--- config.mk ---
export PLATFORM = sky130hd
export DESIGN_NAME = goertzel_radix2_bin_core
export DESIGN_NICKNAME = d
export VERILOG_FILES = /design/src/rtl/gzr2_pkg.sv /design/src/rtl/goertzel_radix2_bin_core.sv /design/src/rtl/gzr2_dpath.sv /design/src/rtl/gzr2_ctrl.sv
export VERILOG_INCLUDE_DIRS = /design/src /design/src/rtl
export SDC_FILE = /design/constraint.sdc
export NUM_CORES = 2
export LEC_CHECK = 0
export ABC_AREA = 1
export ABC_CLOCK_PERIOD_IN_PS = 10200
export BUFFER_PORTS_ARGS = -buffer_cell sky130_fd_sc_hd__buf_2
export CAP_MARGIN = 20
export CORE_AREA = 2 2 363 365
export DETAILED_ROUTE_END_ITERATION = 6
export DIE_AREA = 0 0 365 367
export PLACE_DENSITY = 0.71
export SKIP_LAST_GASP = 1
export SYNTH_ARGS = -nofsm -noshare
export SYNTH_HDL_FRONTEND = slang
export SYNTH_SLANG_ARGS = --single-unit
--- constraint.sdc ---
create_clock -name clk -period 10.2 [get_ports clk]
set_clock_uncertainty 0.15 [all_clocks]
set_input_delay 1.53 -clock clk [delete_from_list [all_inputs] [get_ports clk]]
set_output_delay 1.53 -clock clk [all_outputs]
set_load 0.05 [all_outputs]
--- src/rtl/assert_macros.svh ---
// ---------------------------------------------------------------------------
// Assertion macros
// Clocked property checks, compiled away when SYNTH is defined.
// ---------------------------------------------------------------------------
`ifndef ASSERT_MACROS_SVH
`define ASSERT_MACROS_SVH

`ifndef SYNTH

`define ASSERT_PROP(label, clk, rst, prop) \
  label: assert property (@(posedge clk) disable iff (rst) prop) \
    else $error("assertion failed");

`define ASSERT_IMPLY(label, clk, rst, cond, expr) \
  label: assert property (@(posedge clk) disable iff (rst) (cond) |-> (expr)) \
    else $error("assertion failed");

`else

`define ASSERT_PROP(label, clk, rst, prop)

`define ASSERT_IMPLY(label, clk, rst, cond, expr)

`endif

`endif

--- src/rtl/gzr2_pkg.sv ---
// ---------------------------------------------------------------------------
// gzr2_pkg
// Shared widths, register indexes and micro-op decode of the radix-2
// Goertzel bin core.
// ---------------------------------------------------------------------------
`default_nettype none

package gzr2_pkg;

  localparam int SAMPLE_WIDTH    = 16;
  localparam int COEF_WIDTH      = 16;
  localparam int ACC_WIDTH       = 48;
  localparam int RESULT_WIDTH    = 48;
  localparam int CFG_INDEX_WIDTH = 2;
  localparam int OUT_TDATA_WIDTH = 2 * RESULT_WIDTH;

  typedef enum logic [CFG_INDEX_WIDTH-1:0] {
    REG_LANE_COS    = 2'd0,
    REG_LANE_SIN    = 2'd1,
    REG_TWIDDLE_COS = 2'd2,
    REG_TWIDDLE_SIN = 2'd3
  } cfg_reg_t;

  // Micro-ops, in program order.
  typedef enum logic [3:0] {
    OP_UPD_MUL  = 4'd0,
    OP_UPD_ADD  = 4'd1,
    OP_FIN_A_RE = 4'd2,
    OP_FIN_A_IM = 4'd3,
    OP_FIN_B_RE = 4'd4,
    OP_FIN_B_IM = 4'd5,
    OP_ROT_1    = 4'd6,
    OP_ROT_2    = 4'd7,
    OP_ROT_3    = 4'd8,
    OP_ROT_4    = 4'd9,
    OP_ROT_5    = 4'd10
  } op_t;

  typedef enum logic [1:0] {
    LANE_ITEM = 2'd0,
    LANE_EVEN = 2'd1,
    LANE_ODD  = 2'd2
  } lane_mode_t;

  typedef enum logic [1:0] {
    MSRC_S1 = 2'd0,
    MSRC_RE = 2'd1,
    MSRC_IM = 2'd2
  } msrc_t;

  typedef enum logic [1:0] {
    COEF_LANE_COS = 2'd0,
    COEF_LANE_SIN = 2'd1,
    COEF_TW_COS   = 2'd2,
    COEF_TW_SIN   = 2'd3
  } coef_sel_t;

  typedef enum logic [1:0] {
    ASRC_RND = 2'd0,
    ASRC_T0  = 2'd1,
    ASRC_T1  = 2'd2
  } asrc_t;

  typedef enum logic [1:0] {
    BSRC_S2   = 2'd0,
    BSRC_X    = 2'd1,
    BSRC_RND  = 2'd2,
    BSRC_ZERO = 2'd3
  } bsrc_t;

  typedef enum logic [2:0] {
    DST_T0   = 3'd0,
    DST_T1   = 3'd1,
    DST_LANE = 3'd2,
    DST_RE   = 3'd3,
    DST_IM   = 3'd4
  } dest_t;

  typedef struct packed {
    lane_mode_t lane_mode;
    msrc_t      mul_src;
    coef_sel_t  coef_sel;
    logic       double_coef;  // recurrence coefficient: one less fraction bit
    asrc_t      a_src;
    bsrc_t      b_src;
    logic       sub;
    dest_t      dest;
    logic       has_mul;
  } uop_t;

  typedef struct packed {
    uop_t uop;
    logic lane_b;
    logic load_x;
    logic mul_en;
    logic rnd_en;
    logic alu_en;
    logic sum_load;
  } dp_cmd_t;

  function automatic uop_t decode_op(op_t op);
    uop_t u;
    u = '{LANE_ITEM, MSRC_S1, COEF_LANE_COS, 1'b0, ASRC_RND, BSRC_ZERO, 1'b0, DST_T0, 1'b0};
    unique case (op)
      OP_UPD_MUL:  u = '{LANE_ITEM, MSRC_S1, COEF_LANE_COS, 1'b1, ASRC_RND, BSRC_S2,
                         1'b1, DST_T0, 1'b1};
      OP_UPD_ADD:  u = '{LANE_ITEM, MSRC_S1, COEF_LANE_COS, 1'b0, ASRC_T0, BSRC_X,
                         1'b0, DST_LANE, 1'b0};
      OP_FIN_A_RE: u = '{LANE_EVEN, MSRC_S1, COEF_LANE_COS, 1'b0, ASRC_RND, BSRC_S2,
                         1'b1, DST_RE, 1'b1};
      OP_FIN_A_IM: u = '{LANE_EVEN, MSRC_S1, COEF_LANE_SIN, 1'b0, ASRC_RND, BSRC_ZERO,
                         1'b0, DST_IM, 1'b1};
      OP_FIN_B_RE: u = '{LANE_ODD, MSRC_S1, COEF_LANE_COS, 1'b0, ASRC_RND, BSRC_S2,
                         1'b1, DST_RE, 1'b1};
      OP_FIN_B_IM: u = '{LANE_ODD, MSRC_S1, COEF_LANE_SIN, 1'b0, ASRC_RND, BSRC_ZERO,
                         1'b0, DST_IM, 1'b1};
      OP_ROT_1:    u = '{LANE_ITEM, MSRC_RE, COEF_TW_COS, 1'b0, ASRC_RND, BSRC_ZERO,
                         1'b0, DST_T0, 1'b1};
      OP_ROT_2:    u = '{LANE_ITEM, MSRC_IM, COEF_TW_SIN, 1'b0, ASRC_T0, BSRC_RND,
                         1'b1, DST_T1, 1'b1};
      OP_ROT_3:    u = '{LANE_ITEM, MSRC_RE, COEF_TW_SIN, 1'b0, ASRC_RND, BSRC_ZERO,
                         1'b0, DST_T0, 1'b1};
      OP_ROT_4:    u = '{LANE_ITEM, MSRC_IM, COEF_TW_COS, 1'b0, ASRC_T0, BSRC_RND,
                         1'b0, DST_IM, 1'b1};
      OP_ROT_5:    u = '{LANE_ITEM, MSRC_RE, COEF_TW_COS, 1'b0, ASRC_T1, BSRC_ZERO,
                         1'b0, DST_RE, 1'b0};
      default:     u = '{LANE_ITEM, MSRC_S1, COEF_LANE_COS, 1'b0, ASRC_RND, BSRC_ZERO,
                         1'b0, DST_T0, 1'b0};
    endcase
    return u;
  endfunction

  function automatic op_t next_op(op_t op);
    op_t n;
    n = OP_UPD_MUL;
    unique case (op)
      OP_UPD_MUL:  n = OP_UPD_ADD;
      OP_UPD_ADD:  n = OP_FIN_A_RE;
      OP_FIN_A_RE: n = OP_FIN_A_IM;
      OP_FIN_A_IM: n = OP_FIN_B_RE;
      OP_FIN_B_RE: n = OP_FIN_B_IM;
      OP_FIN_B_IM: n = OP_ROT_1;
      OP_ROT_1:    n = OP_ROT_2;
      OP_ROT_2:    n = OP_ROT_3;
      OP_ROT_3:    n = OP_ROT_4;
      OP_ROT_4:    n = OP_ROT_5;
      OP_ROT_5:    n = OP_UPD_MUL;
      default:     n = OP_UPD_MUL;
    endcase
    return n;
  endfunction

endpackage

`default_nettype wire

--- src/rtl/goertzel_radix2_bin_core.sv ---
// An inner sample runs through multiply, round and two add steps.
// A last sample runs the lane finish and rotation through the one shared
// multiplier; its block result is loaded once the output register is free.
// No new sample is taken until the last one is through; one result per block.
// Reset (rst, synchronous, active high) clears lane state and the sample
// index and loads cos terms with 1.0 and sin terms with 0.
// ---------------------------------------------------------------------------
// goertzel_radix2_bin_core
// Radix-2 Goertzel single-bin detector: even/odd lanes, rotation, combine.
// ---------------------------------------------------------------------------
`default_nettype none

module goertzel_radix2_bin_core #(
  parameter int SAMPLE_WIDTH = gzr2_pkg::SAMPLE_WIDTH,
  parameter int COEF_WIDTH   = gzr2_pkg::COEF_WIDTH,
  parameter int ACC_WIDTH    = gzr2_pkg::ACC_WIDTH,
  localparam int IN_TDATA_WIDTH = ((SAMPLE_WIDTH + 7) / 8) * 8
) (
  input  wire logic                                 clk,
  input  wire logic                                 rst,
  input  wire logic                                 s_axis_tvalid,
  output logic                                      s_axis_tready,
  input  wire logic [IN_TDATA_WIDTH-1:0]            s_axis_tdata,  // sample
  input  wire logic                                 s_axis_tlast,  // last_sample
  output logic                                      m_axis_tvalid,
  input  wire logic                                 m_axis_tready,
  output logic [gzr2_pkg::OUT_TDATA_WIDTH-1:0]      m_axis_tdata,  // real_part, imag_part
  input  wire logic                                 cfg_valid,
  output logic                                      cfg_ready,
  input  wire logic [gzr2_pkg::CFG_INDEX_WIDTH-1:0] cfg_index,
  input  wire logic [COEF_WIDTH-1:0]                cfg_data
);

  gzr2_pkg::dp_cmd_t                  cmd;
  logic [gzr2_pkg::RESULT_WIDTH-1:0]  real_part;
  logic [gzr2_pkg::RESULT_WIDTH-1:0]  imag_part;

  // take register writes only while no sample is being processed
  assign cfg_ready    = s_axis_tready;
  assign m_axis_tdata = {imag_part, real_part};

  gzr2_ctrl u_ctrl (
    .clk       (clk),
    .rst       (rst),
    .in_valid  (s_axis_tvalid),
    .in_last   (s_axis_tlast),
    .in_ready  (s_axis_tready),
    .out_valid (m_axis_tvalid),
    .out_ready (m_axis_tready),
    .cmd       (cmd)
  );

  gzr2_dpath #(
    .SAMPLE_WIDTH (SAMPLE_WIDTH),
    .COEF_WIDTH   (COEF_WIDTH),
    .ACC_WIDTH    (ACC_WIDTH)
  ) u_dpath (
    .clk       (clk),
    .rst       (rst),
    .cfg_valid (cfg_valid & cfg_ready),
    .cfg_index (cfg_index),
    .cfg_data  (cfg_data),
    .sample    (s_axis_tdata[SAMPLE_WIDTH-1:0]),
    .cmd       (cmd),
    .real_part (real_part),
    .imag_part (imag_part)
  );

endmodule

`default_nettype wire

--- src/rtl/gzr2_dpath.sv ---
// ---------------------------------------------------------------------------
// gzr2_dpath
// Lane state, coefficient registers, shared multiplier with rounding and
// saturation, saturating add/sub unit and the final lane combine.
// ---------------------------------------------------------------------------
`default_nettype none

module gzr2_dpath #(
  parameter int SAMPLE_WIDTH = gzr2_pkg::SAMPLE_WIDTH,
  parameter int COEF_WIDTH   = gzr2_pkg::COEF_WIDTH,
  parameter int ACC_WIDTH    = gzr2_pkg::ACC_WIDTH
) (
  input  wire logic                                 clk,
  input  wire logic                                 rst,
  input  wire logic                                 cfg_valid,
  input  wire logic [gzr2_pkg::CFG_INDEX_WIDTH-1:0] cfg_index,
  input  wire logic [COEF_WIDTH-1:0]                cfg_data,
  input  wire logic [SAMPLE_WIDTH-1:0]              sample,
  input  wire gzr2_pkg::dp_cmd_t                    cmd,
  output logic [gzr2_pkg::RESULT_WIDTH-1:0]         real_part,
  output logic [gzr2_pkg::RESULT_WIDTH-1:0]         imag_part
);

  localparam int PW   = ACC_WIDTH + COEF_WIDTH;
  localparam int FRAC = COEF_WIDTH - 2;
  localparam int RW   = gzr2_pkg::RESULT_WIDTH;
  localparam int SW   = ((ACC_WIDTH > RW) ? ACC_WIDTH : RW) + 1;

  localparam logic signed [COEF_WIDTH-1:0] COEF_ONE = {2'b01, {(COEF_WIDTH-2){1'b0}}};
  localparam logic signed [PW:0] RND_MAX =
    {{(PW - ACC_WIDTH + 2){1'b0}}, {(ACC_WIDTH-1){1'b1}}};
  localparam logic signed [PW:0] RND_MIN = ~RND_MAX;
  localparam logic signed [PW:0] BIAS_FULL = (PW+1)'(1) << (FRAC - 1);
  localparam logic signed [PW:0] BIAS_HALF = (PW+1)'(1) << (FRAC - 2);
  localparam logic signed [ACC_WIDTH:0] ALU_MAX = {2'b00, {(ACC_WIDTH-1){1'b1}}};
  localparam logic signed [ACC_WIDTH:0] ALU_MIN = ~ALU_MAX;
  localparam logic signed [SW-1:0] RES_MAX = {{(SW - RW + 1){1'b0}}, {(RW-1){1'b1}}};
  localparam logic signed [SW-1:0] RES_MIN = ~RES_MAX;

  logic signed [COEF_WIDTH-1:0] lane_cos, lane_sin, twiddle_cos, twiddle_sin;
  logic signed [SAMPLE_WIDTH-1:0] x_reg;
  logic signed [ACC_WIDTH-1:0] s1_a, s2_a, s1_b, s2_b;
  logic signed [ACC_WIDTH-1:0] re_a, im_a, re_b, im_b;
  logic signed [ACC_WIDTH-1:0] t0, t1, rnd;
  logic signed [PW-1:0] prod;

  logic signed [ACC_WIDTH-1:0] s1_sel, s2_sel, re_sel, im_sel, mul_a, x_ext;
  logic signed [COEF_WIDTH-1:0] coef;
  logic signed [PW-1:0] mul_a_ext, coef_ext;
  logic signed [PW:0] rnd_ext, rnd_bias, rnd_sum, rnd_shift;
  logic signed [ACC_WIDTH-1:0] rnd_next;
  logic signed [ACC_WIDTH-1:0] alu_a, alu_b, alu_y;
  logic signed [ACC_WIDTH:0] alu_sum;
  logic signed [SW-1:0] sum_re, sum_im;
  logic signed [RW-1:0] sum_re_sat, sum_im_sat;

  always_comb begin
    s1_sel = cmd.lane_b ? s1_b : s1_a;
    s2_sel = cmd.lane_b ? s2_b : s2_a;
    re_sel = cmd.lane_b ? re_b : re_a;
    im_sel = cmd.lane_b ? im_b : im_a;
    x_ext  = {{(ACC_WIDTH - SAMPLE_WIDTH){x_reg[SAMPLE_WIDTH-1]}}, x_reg};
  end

  // Multiplier operands
  always_comb begin
    unique case (cmd.uop.mul_src)
      gzr2_pkg::MSRC_S1: mul_a = s1_sel;
      gzr2_pkg::MSRC_RE: mul_a = re_sel;
      gzr2_pkg::MSRC_IM: mul_a = im_sel;
      default:           mul_a = s1_sel;
    endcase
    unique case (cmd.uop.coef_sel)
      gzr2_pkg::COEF_LANE_COS: coef = lane_cos;
      gzr2_pkg::COEF_LANE_SIN: coef = lane_sin;
      gzr2_pkg::COEF_TW_COS:   coef = twiddle_cos;
      gzr2_pkg::COEF_TW_SIN:   coef = twiddle_sin;
    endcase
    mul_a_ext = {{COEF_WIDTH{mul_a[ACC_WIDTH-1]}}, mul_a};
    coef_ext  = {{ACC_WIDTH{coef[COEF_WIDTH-1]}}, coef};
  end

  // Round half away from zero: add half (less one when negative), then shift.
  always_comb begin
    rnd_ext  = {prod[PW-1], prod};
    rnd_bias = (cmd.uop.double_coef ? BIAS_HALF : BIAS_FULL)
               - {{PW{1'b0}}, prod[PW-1]};
    rnd_sum  = rnd_ext + rnd_bias;
    rnd_shift = cmd.uop.double_coef ? (rnd_sum >>> (FRAC - 1)) : (rnd_sum >>> FRAC);
    if (rnd_shift > RND_MAX) begin
      rnd_next = RND_MAX[ACC_WIDTH-1:0];
    end else if (rnd_shift < RND_MIN) begin
      rnd_next = RND_MIN[ACC_WIDTH-1:0];
    end else begin
      rnd_next = rnd_shift[ACC_WIDTH-1:0];
    end
  end

  // Saturating add/sub
  always_comb begin
    unique case (cmd.uop.a_src)
      gzr2_pkg::ASRC_RND: alu_a = rnd;
      gzr2_pkg::ASRC_T0:  alu_a = t0;
      gzr2_pkg::ASRC_T1:  alu_a = t1;
      default:            alu_a = rnd;
    endcase
    unique case (cmd.uop.b_src)
      gzr2_pkg::BSRC_S2:   alu_b = s2_sel;
      gzr2_pkg::BSRC_X:    alu_b = x_ext;
      gzr2_pkg::BSRC_RND:  alu_b = rnd;
      gzr2_pkg::BSRC_ZERO: alu_b = '0;
    endcase
    if (cmd.uop.sub) begin
      alu_sum = {alu_a[ACC_WIDTH-1], alu_a} - {alu_b[ACC_WIDTH-1], alu_b};
    end else begin
      alu_sum = {alu_a[ACC_WIDTH-1], alu_a} + {alu_b[ACC_WIDTH-1], alu_b};
    end
    if (alu_sum > ALU_MAX) begin
      alu_y = ALU_MAX[ACC_WIDTH-1:0];
    end else if (alu_sum < ALU_MIN) begin
      alu_y = ALU_MIN[ACC_WIDTH-1:0];
    end else begin
      alu_y = alu_sum[ACC_WIDTH-1:0];
    end
  end

  // Lane combine, saturated to the result width
  always_comb begin
    sum_re = {{(SW - ACC_WIDTH){re_a[ACC_WIDTH-1]}}, re_a}
           + {{(SW - ACC_WIDTH){re_b[ACC_WIDTH-1]}}, re_b};
    sum_im = {{(SW - ACC_WIDTH){im_a[ACC_WIDTH-1]}}, im_a}
           + {{(SW - ACC_WIDTH){im_b[ACC_WIDTH-1]}}, im_b};
    if (sum_re > RES_MAX) begin
      sum_re_sat = RES_MAX[RW-1:0];
    end else if (sum_re < RES_MIN) begin
      sum_re_sat = RES_MIN[RW-1:0];
    end else begin
      sum_re_sat = sum_re[RW-1:0];
    end
    if (sum_im > RES_MAX) begin
      sum_im_sat = RES_MAX[RW-1:0];
    end else if (sum_im < RES_MIN) begin
      sum_im_sat = RES_MIN[RW-1:0];
    end else begin
      sum_im_sat = sum_im[RW-1:0];
    end
  end

  // Coefficient registers
  always_ff @(posedge clk) begin
    if (rst) begin
      lane_cos    <= COEF_ONE;
      lane_sin    <= '0;
      twiddle_cos <= COEF_ONE;
      twiddle_sin <= '0;
    end else if (cfg_valid) begin
      unique case (gzr2_pkg::cfg_reg_t'(cfg_index))
        gzr2_pkg::REG_LANE_COS:    lane_cos    <= cfg_data;
        gzr2_pkg::REG_LANE_SIN:    lane_sin    <= cfg_data;
        gzr2_pkg::REG_TWIDDLE_COS: twiddle_cos <= cfg_data;
        gzr2_pkg::REG_TWIDDLE_SIN: twiddle_sin <= cfg_data;
      endcase
    end
  end

  // Lane recurrence state
  always_ff @(posedge clk) begin
    if (rst || cmd.sum_load) begin
      s1_a <= '0;
      s2_a <= '0;
      s1_b <= '0;
      s2_b <= '0;
    end else if (cmd.alu_en && cmd.uop.dest == gzr2_pkg::DST_LANE) begin
      if (cmd.lane_b) begin
        s2_b <= s1_b;
        s1_b <= alu_y;
      end else begin
        s2_a <= s1_a;
        s1_a <= alu_y;
      end
    end
  end

  // Working registers
  always_ff @(posedge clk) begin
    if (cmd.load_x) begin
      x_reg <= sample;
    end
    if (cmd.mul_en) begin
      prod <= mul_a_ext * coef_ext;
    end
    if (cmd.rnd_en) begin
      rnd <= rnd_next;
    end
    if (cmd.alu_en) begin
      unique case (cmd.uop.dest)
        gzr2_pkg::DST_T0:   t0 <= alu_y;
        gzr2_pkg::DST_T1:   t1 <= alu_y;
        gzr2_pkg::DST_LANE: ;
        gzr2_pkg::DST_RE: begin
          if (cmd.lane_b) re_b <= alu_y;
          else            re_a <= alu_y;
        end
        gzr2_pkg::DST_IM: begin
          if (cmd.lane_b) im_b <= alu_y;
          else            im_a <= alu_y;
        end
        default: ;
      endcase
    end
    if (cmd.sum_load) begin
      real_part <= sum_re_sat;
      imag_part <= sum_im_sat;
    end
  end

endmodule

`default_nettype wire

--- src/rtl/gzr2_ctrl.sv ---
// ---------------------------------------------------------------------------
// gzr2_ctrl
// Sequencer: steps each sample and the end-of-block combine through the
// micro-op program and owns the stream handshakes.
// ---------------------------------------------------------------------------
`default_nettype none

`include "assert_macros.svh"

module gzr2_ctrl (
  input  wire logic         clk,
  input  wire logic         rst,
  input  wire logic         in_valid,
  input  wire logic         in_last,
  output logic              in_ready,
  output logic              out_valid,
  input  wire logic         out_ready,
  output gzr2_pkg::dp_cmd_t cmd
);

  typedef enum logic [4:0] {
    S_IDLE = 5'b00001,
    S_MUL  = 5'b00010,
    S_RND  = 5'b00100,
    S_ALU  = 5'b01000,
    S_SUM  = 5'b10000
  } state_t;

  state_t             state;
  gzr2_pkg::op_t      pc;
  gzr2_pkg::op_t      pc_next;
  gzr2_pkg::uop_t     uop;
  gzr2_pkg::uop_t     uop_next;
  logic               lane_item;
  logic               last_item;
  logic               odd_index;
  logic               lane_b;
  logic               sum_fire;

  always_comb begin
    uop      = gzr2_pkg::decode_op(pc);
    pc_next  = gzr2_pkg::next_op(pc);
    uop_next = gzr2_pkg::decode_op(pc_next);
    unique case (uop.lane_mode)
      gzr2_pkg::LANE_ITEM: lane_b = lane_item;
      gzr2_pkg::LANE_EVEN: lane_b = 1'b0;
      gzr2_pkg::LANE_ODD:  lane_b = 1'b1;
      default:             lane_b = lane_item;
    endcase
    // the output register must be free before the combine lands in it
    sum_fire = (state == S_SUM) && (!out_valid || out_ready);
    in_ready = (state == S_IDLE);

    cmd.uop      = uop;
    cmd.lane_b   = lane_b;
    cmd.load_x   = in_valid && (state == S_IDLE);
    cmd.mul_en   = (state == S_MUL);
    cmd.rnd_en   = (state == S_RND);
    cmd.alu_en   = (state == S_ALU);
    cmd.sum_load = sum_fire;
  end

  always_ff @(posedge clk) begin
    if (rst) begin
      state     <= S_IDLE;
      pc        <= gzr2_pkg::OP_UPD_MUL;
      lane_item <= 1'b0;
      last_item <= 1'b0;
      odd_index <= 1'b0;
      out_valid <= 1'b0;
    end else begin
      if (sum_fire) begin
        out_valid <= 1'b1;
      end else if (out_ready) begin
        out_valid <= 1'b0;
      end
      unique case (state)
        S_IDLE: begin
          if (in_valid) begin
            lane_item <= odd_index;
            last_item <= in_last;
            pc        <= gzr2_pkg::OP_UPD_MUL;
            state     <= S_MUL;
          end
        end
        S_MUL: state <= S_RND;
        S_RND: state <= S_ALU;
        S_ALU: begin
          if (pc == gzr2_pkg::OP_UPD_ADD) begin
            odd_index <= ~odd_index;
            if (last_item) begin
              pc    <= pc_next;
              state <= S_MUL;
            end else begin
              state <= S_IDLE;
            end
          end else if (pc == gzr2_pkg::OP_ROT_5) begin
            state <= S_SUM;
          end else begin
            pc    <= pc_next;
            state <= uop_next.has_mul ? S_MUL : S_ALU;
          end
        end
        S_SUM: begin
          if (sum_fire) begin
            odd_index <= 1'b0;
            state     <= S_IDLE;
          end
        end
        default: state <= S_IDLE;
      endcase
    end
  end

  `ASSERT_PROP(a_accept_starts_update, clk, rst,
               (in_valid && in_ready) |=> (state == S_MUL && pc == gzr2_pkg::OP_UPD_MUL))
  `ASSERT_IMPLY(a_combine_only_on_last, clk, rst, state == S_SUM, last_item)
  `ASSERT_PROP(a_result_from_combine, clk, rst, $rose(out_valid) |-> $past(state == S_SUM))
  `ASSERT_PROP(a_index_cleared_after_block, clk, rst, sum_fire |=> !odd_index)
  `ASSERT_PROP(a_mid_block_alternates, clk, rst,
               (state == S_ALU && pc == gzr2_pkg::OP_UPD_ADD && !last_item) |=>
               (state == S_IDLE && odd_index != $past(odd_index)))

endmodule

`default_nettype wire

# Word-level counts from Yosys, hierarchy flattened
# Memory sizes are Yosys's and may differ from the RTL's. A register that Yosys moved wholly into a read port is not among the register bits.
# Cells that the tools add are included.
# word_totals
ff_bits	781
rom_bits	576
output_inout_bits	99
elab_cells	144
mem_count	3
# classes
n_addsub	6
n_mul	1
n_lt_le_gt_ge	8
n_eq_ne	31
n_mux	38
n_bitwise	3
reduce_logical	29
# memory_table
memory	words	word_bits	rd	rd_ports_with_merged_regs	write_ports	line	rtl
(no name shown)	16	16	1	1	0	gzr2_pkg.sv:104	unique case (op)
(no name shown)	16	16	1	0	0	gzr2_pkg.sv:104	
(no name shown)	16	4	1	1	0	gzr2_pkg.sv:136	unique case (op)
# ops
operator	n
$mux W48	9
$pmux W48 S2	2
$pmux W48 S4	1
$add A48 B48 Y49	3
$gt A49 B48 Y1 const B	3
$lt A49 B48 Y1 const B	3
$add A64 B15 Y65	1
$mul A48 B16 Y64	1
$pmux W16 S4	1
$gt A52 B48 Y1 const B	1
$lt A52 B48 Y1 const B	1
$mux W51	1
$mux W49	1
$sub A48 B48 Y49	1
$mux W4	9
$pmux W5 S5	1
$mux W5	4
$reduce_and A2 Y1	10
$eq A2 B2 Y1 const B	9
$reduce_and A3 Y1	5
$sub A14 B1 Y15	1
$mux W14	1
$eq A2 B1 Y1 const B	6
$pmux W4 S2	1
25 further kinds	40

# Longest topological paths before layout
# logic_depth
ltp_word	9
depth_mapped	42
depth_no_buf	38

# By module
# From an unflattened synthesis, not the netlist that was laid out.
# unflattened
cells_unflattened	8748
area_unflattened_um2	71008.1
# by_module_without_submodules
mod	instances	cells_each	area_per_inst_um2	seq_area_each_um2
gzr2_dpath	1	8545	69396.6	20499.7
gzr2_ctrl	1	200	1596.5	660.6
goertzel_radix2_bin_core	1	3	15.0	0.0

# Worst setup path after synthesis
# OpenSTA, ideal clock, no wires.
# synth_path
kind	register -> register
startpoint	reg u_ctrl.uop[14] (netlist name)
endpoint	reg u_dpath.prod[58], data pin
setup_ps	259
arrival_ps	7666
required_time_ps	9791
slack_ps	2125
path_stages_with_launch	41
path_buffers	5
period_less_slack_ps	8075
cell_sequence	dfxtp_1 -> inv_1 -> ha_1 -> inv_2 -> nand2_4 -> nand2_2 -> buf_6 -> buf_6 -> clkbuf_1 -> clkbuf_1 -> buf_1 -> nand2_1 -> o211ai_1 -> nand2_1 -> inv_1 -> nand2_1 -> fa_1 -> inv_1 -> [5 not listed] -> fa_1 -> inv_1 -> fa_1 -> inv_1 -> ha_1 -> nand2_1 -> nor2_1 -> nand2_1 -> inv_1 -> nand4_1 -> nand3_1 -> a21oi_1 -> o21ai_0 -> a21oi_1 -> o21ai_0 -> nand3_1 -> nand2_1 -> xor2_1
# synth_between
elab_chain_len	5
elab_cells_between_ends	8
classes_between	1 x mul; 2 x eq/ne; 5 x mux
# synth_rtl
item	line	rtl
$eq A2 B2 Y1 / $eq A2 B1 Y1 (equally long branches)	gzr2_ctrl.sv:44	unique case (uop.lane_mode)
$pmux W1 S2 *	gzr2_ctrl.sv:44	
$mux W48, on equally long branches	gzr2_dpath.sv:58, gzr2_dpath.sv:60, gzr2_dpath.sv:61	
$pmux W48 S2 *	gzr2_dpath.sv:67	unique case (cmd.uop.mul_src)
$mul A48 B16 Y64 *	gzr2_dpath.sv:190	prod <= mul_a_ext * coef_ext;
end signal: assignment	gzr2_dpath.sv:190	
end: declaration	gzr2_dpath.sv:45	logic signed [PW-1:0] prod;
# Every way passes the cells marked *; elsewhere a longest branch is shown, timed or not.
# A chain may end at the register's enable or synchronous reset.

# Worst setup path after layout
# layout_path
startpoint	reg u_ctrl.uop[14] (netlist name)
endpoint	reg u_dpath.prod[61], data pin
# layout_between
elab_chain_len	5
elab_cells_between_ends	8
classes_between	1 x mul; 2 x eq/ne; 5 x mux
# layout_rtl
item	line
$eq A2 B2 Y1 / $eq A2 B1 Y1 (equally long branches)	gzr2_ctrl.sv:44
$pmux W1 S2 *	gzr2_ctrl.sv:44
$mux W48, on equally long branches	gzr2_dpath.sv:58, gzr2_dpath.sv:60, gzr2_dpath.sv:61
$pmux W48 S2 *	gzr2_dpath.sv:67
$mul A48 B16 Y64 *	gzr2_dpath.sv:190
# Marked as above.

==> impl_metrics.yaml <==
sta:
  finalSetupViolations: 0
  tightest_slew_ns: 1.20
  tns_ns: 0
  finalMaxSlewViolations: 0
  fin_crit_ns: 9.25
  fin_ws_ns: 0.947
  final_hold_viol_count: 0
  fin_crit_sh: 0.907
  slew_headroom: 0.192
  max_freq_ghz: 0.108
  rsz0062_at_grt: "false"
logic_synthesis:
  ys_ff_latch: 800
  synth_edf_count: 512
  syn_nets: 9791
  ys_seq_area_frac: 0.298
  avgSynthCellArea_um2: 8.13
  yosysWarnings: 0
  synth_cell_types: 62
  ys.flop_type: "edfxtp_1"
  synth_cells: 8721
  netlist_area_um2: 70900
  synthArstFlopShare: 0
power:
  ir_worst_vdd_mv: 0.297
  power.density_nw_per_um2: 252
  power_mw: 19.4
  power_leakage_nw: 35.0
critical_path:
  cp_slowest_cell: "inv_1"
  cpMostUsedCell: "inv_1"
  path_max_fanout: 74
  cp.arrival_ns: 9.64
  crit_required_ns: 10.59
  crit_path_start_kind: "flip-flop"
  crit_path_max_incr_delay_ns: 0.60
  end_kind: "flip-flop"
  critPathKind: "flip-flop to flip-flop"
clock_tree:
  root_buffer: "clkbuf_16"
  insertion_delay_ns: 0.74
  hold_buffers: 0
  htree_levels: 3
  cts_buffers: 90
  cts_buffer_depth: 3
  clkTransAtPathRegs_ns: 0.07
  cts_tree: "done"
  post-cts-setup-buffers: 0
  cts_sinks: 800
  cts_resized: 0
outcome:
  violations: "design-rule violations"
  status: "complete, but fails checks"
detailed_routing:
  vias: 61667
  detail_route.first_pass.iterations: 7
  postRouteAntennaNets: 0
  viasPerCell: 5.83
  top_layer_used: "met4"
  routedWlPerCell_um: 24.6
  routed_wl_mm: 260
  drtIter0Drc: 7087
  drc_errors: 1
  routed-wl-met3_mm: 25.6
  met2_wirelength_mm: 116
  drt-met1-wl_mm: 97.8
floorplanning:
  die_w_um: 365
  pin_count: 139
  core_area_um2: 130000
  dieArea_um2: 134000
  die_y_um: 367
  rows: 133
  start_util: 0.544
grt:
  grt_usage: 0.391
  grt_pass1_wl_mm: 387
  gr-total-overflow: 0
  grt_start_max_net_pins: 100
  antenna_found_initial: 3
  grt_pass1_vias: 60941
place:
  dp_hpwl_mm: 207
  place_congestion: 1.05
  placed_cell_area_um2: 73700
  pre_cts_slack_ns: 1.26
  placed_cells: 10408
  numPortBuffers: 138
cells_and_area:
  seqCellArea_um2: 21100
  area_growth_pct: 8.38
  multi_input_area_um2: 41900
  layout.cells.non_filler: 10584
  fill_cells: 11958
  fin_nets: 9818
  post-route-cell-area_um2: 76900
  top_register: "u_dpath.prod"
  largest_register_ffs: 64
  drive_gt1_frac: 0.0632
run:
  cap_viol_max_count: 0
min_path:
  hold_class: "flip-flop to flip-flop"
cells in the mapped netlist (11+ instances only):
| master | n | area share |
|---|---|---|
| o21a_1 | 77 | 0.0081 |
| inv_1 | 1695 | 0.090 |
| dfxtp_1 | 288 | 0.081 |
| a31oi_1 | 72 | 0.0063 |
| a21oi_1 | 487 | 0.034 |
| buf_1 | 12 | 0.00063 |
| o211ai_1 | 73 | 0.0077 |
| buf_4 | 11 | 0.0012 |
| clkbuf_1 | 267 | 0.014 |
| nor2_1 | 835 | 0.044 |
| buf_6 | 14 | 0.0022 |
| xor2_1 | 155 | 0.019 |
| nand2_2 | 34 | 0.0030 |
| a21o_1 | 22 | 0.0023 |
| o221ai_1 | 53 | 0.0065 |
| nand2_1 | 1586 | 0.084 |
| nand3_1 | 383 | 0.027 |
| nor2_2 | 12 | 0.0011 |
| buf_2 | 36 | 0.0025 |
| o21ai_1 | 24 | 0.0017 |
| a221o_1 | 48 | 0.0068 |
| fa_1 | 713 | 0.20 |
| o21bai_1 | 16 | 0.0017 |
| clkinv_1 | 22 | 0.0012 |
| o21ai_0 | 548 | 0.039 |
| xnor2_1 | 109 | 0.013 |
| nor4_1 | 32 | 0.0028 |
| edfxtp_1 | 512 | 0.22 |
| ha_1 | 317 | 0.056 |
| inv_2 | 30 | 0.0016 |
| a211oi_1 | 47 | 0.0050 |
| nor3_1 | 59 | 0.0042 |
| a21boi_0 | 13 | 0.0014 |
| nand4_1 | 49 | 0.0043 |
placed cells by master (no fill, tap or decap), drive strengths merged, types with 60 or more instances in the layout:
master / instances
ha: 317
clkbuf: 120
o211ai: 74
nor2: 847
fa: 713
edfxtp: 512
a21oi: 489
xnor2: 109
nand3: 385
nand2: 1621
dfxtp: 288
o21a: 77
inv: 1734
buf: 280
xor2: 155
nor3: 60
a31oi: 72
o21ai: 573
layout make-up:
class	instances	area share
multi-input combinational	5829	0.545
clock inverter	49	0.00744
antenna	4	0.000130
clock buffer	120	0.0334
inverter	1747	0.0853
sequential	800	0.275
tap	1755	0.0286
timing repair buffer	280	0.0250
report_power, final:
group          leakage [nW]  internal, mW  total (mW)  switching [mW]
logic                  26.5          2.29        11.0            8.68
registers              6.94          4.93        4.98          0.0536
clock network          1.54          1.97        3.43            1.46
total                  35.0          9.19        19.4            10.2
worst max-delay path, delay by kind of cell, from the launching register on:
family,cells,cell delay (ns)
AO/OA/AOI/OAI,6,1.29
XOR/XNOR,1,0.22
adder cells (fa/ha/maj),8,3.99
buffers and inverters,10,1.67
flip-flops,1,0.31
AND/OR/NAND/NOR,7,1.35
path summary, 6_finish.rpt:
kind | start | to | slack (ns) | cells after the start
hold reg to reg | u_dpath.twiddle_cos[5] | u_dpath.twiddle_cos[5] | 0.31 | 2
setup / recovery | u_ctrl.uop[14] | u_dpath.prod[61] | 0.95 | 32
setup reg to reg | u_ctrl.uop[14] | u_dpath.prod[61] | 0.95 | 32
hold / removal | u_dpath.twiddle_cos[5] | u_dpath.twiddle_cos[5] | 0.31 | 2
through the flow:
stage,hold WS (ns),util
floorplan,0.273,-
global placement,0.293,0.564
detailed placement,0.295,0.565
CTS,0.306,0.589
global route,0.325,0.589
finish,0.307,0.589
cell families after synthesis:
| group | synth area share |
|---|---|
| XOR/XNOR | 0.0326 |
| adder cells (fa/ha/maj) | 0.257 |
| AND/OR/NAND/NOR | 0.174 |
| flip-flops | 0.298 |
| buffers and inverters | 0.113 |
| AO/OA/AOI/OAI | 0.125 |
metal layers:
metal  up-vias  global-route usage
met5         -                   0
li1      27822                   -
met4         0               0.258
met2      3201               0.603
met3       702              0.0822
met1     29942               0.498
No activity file was read; power rests on OpenSTA's default activity.
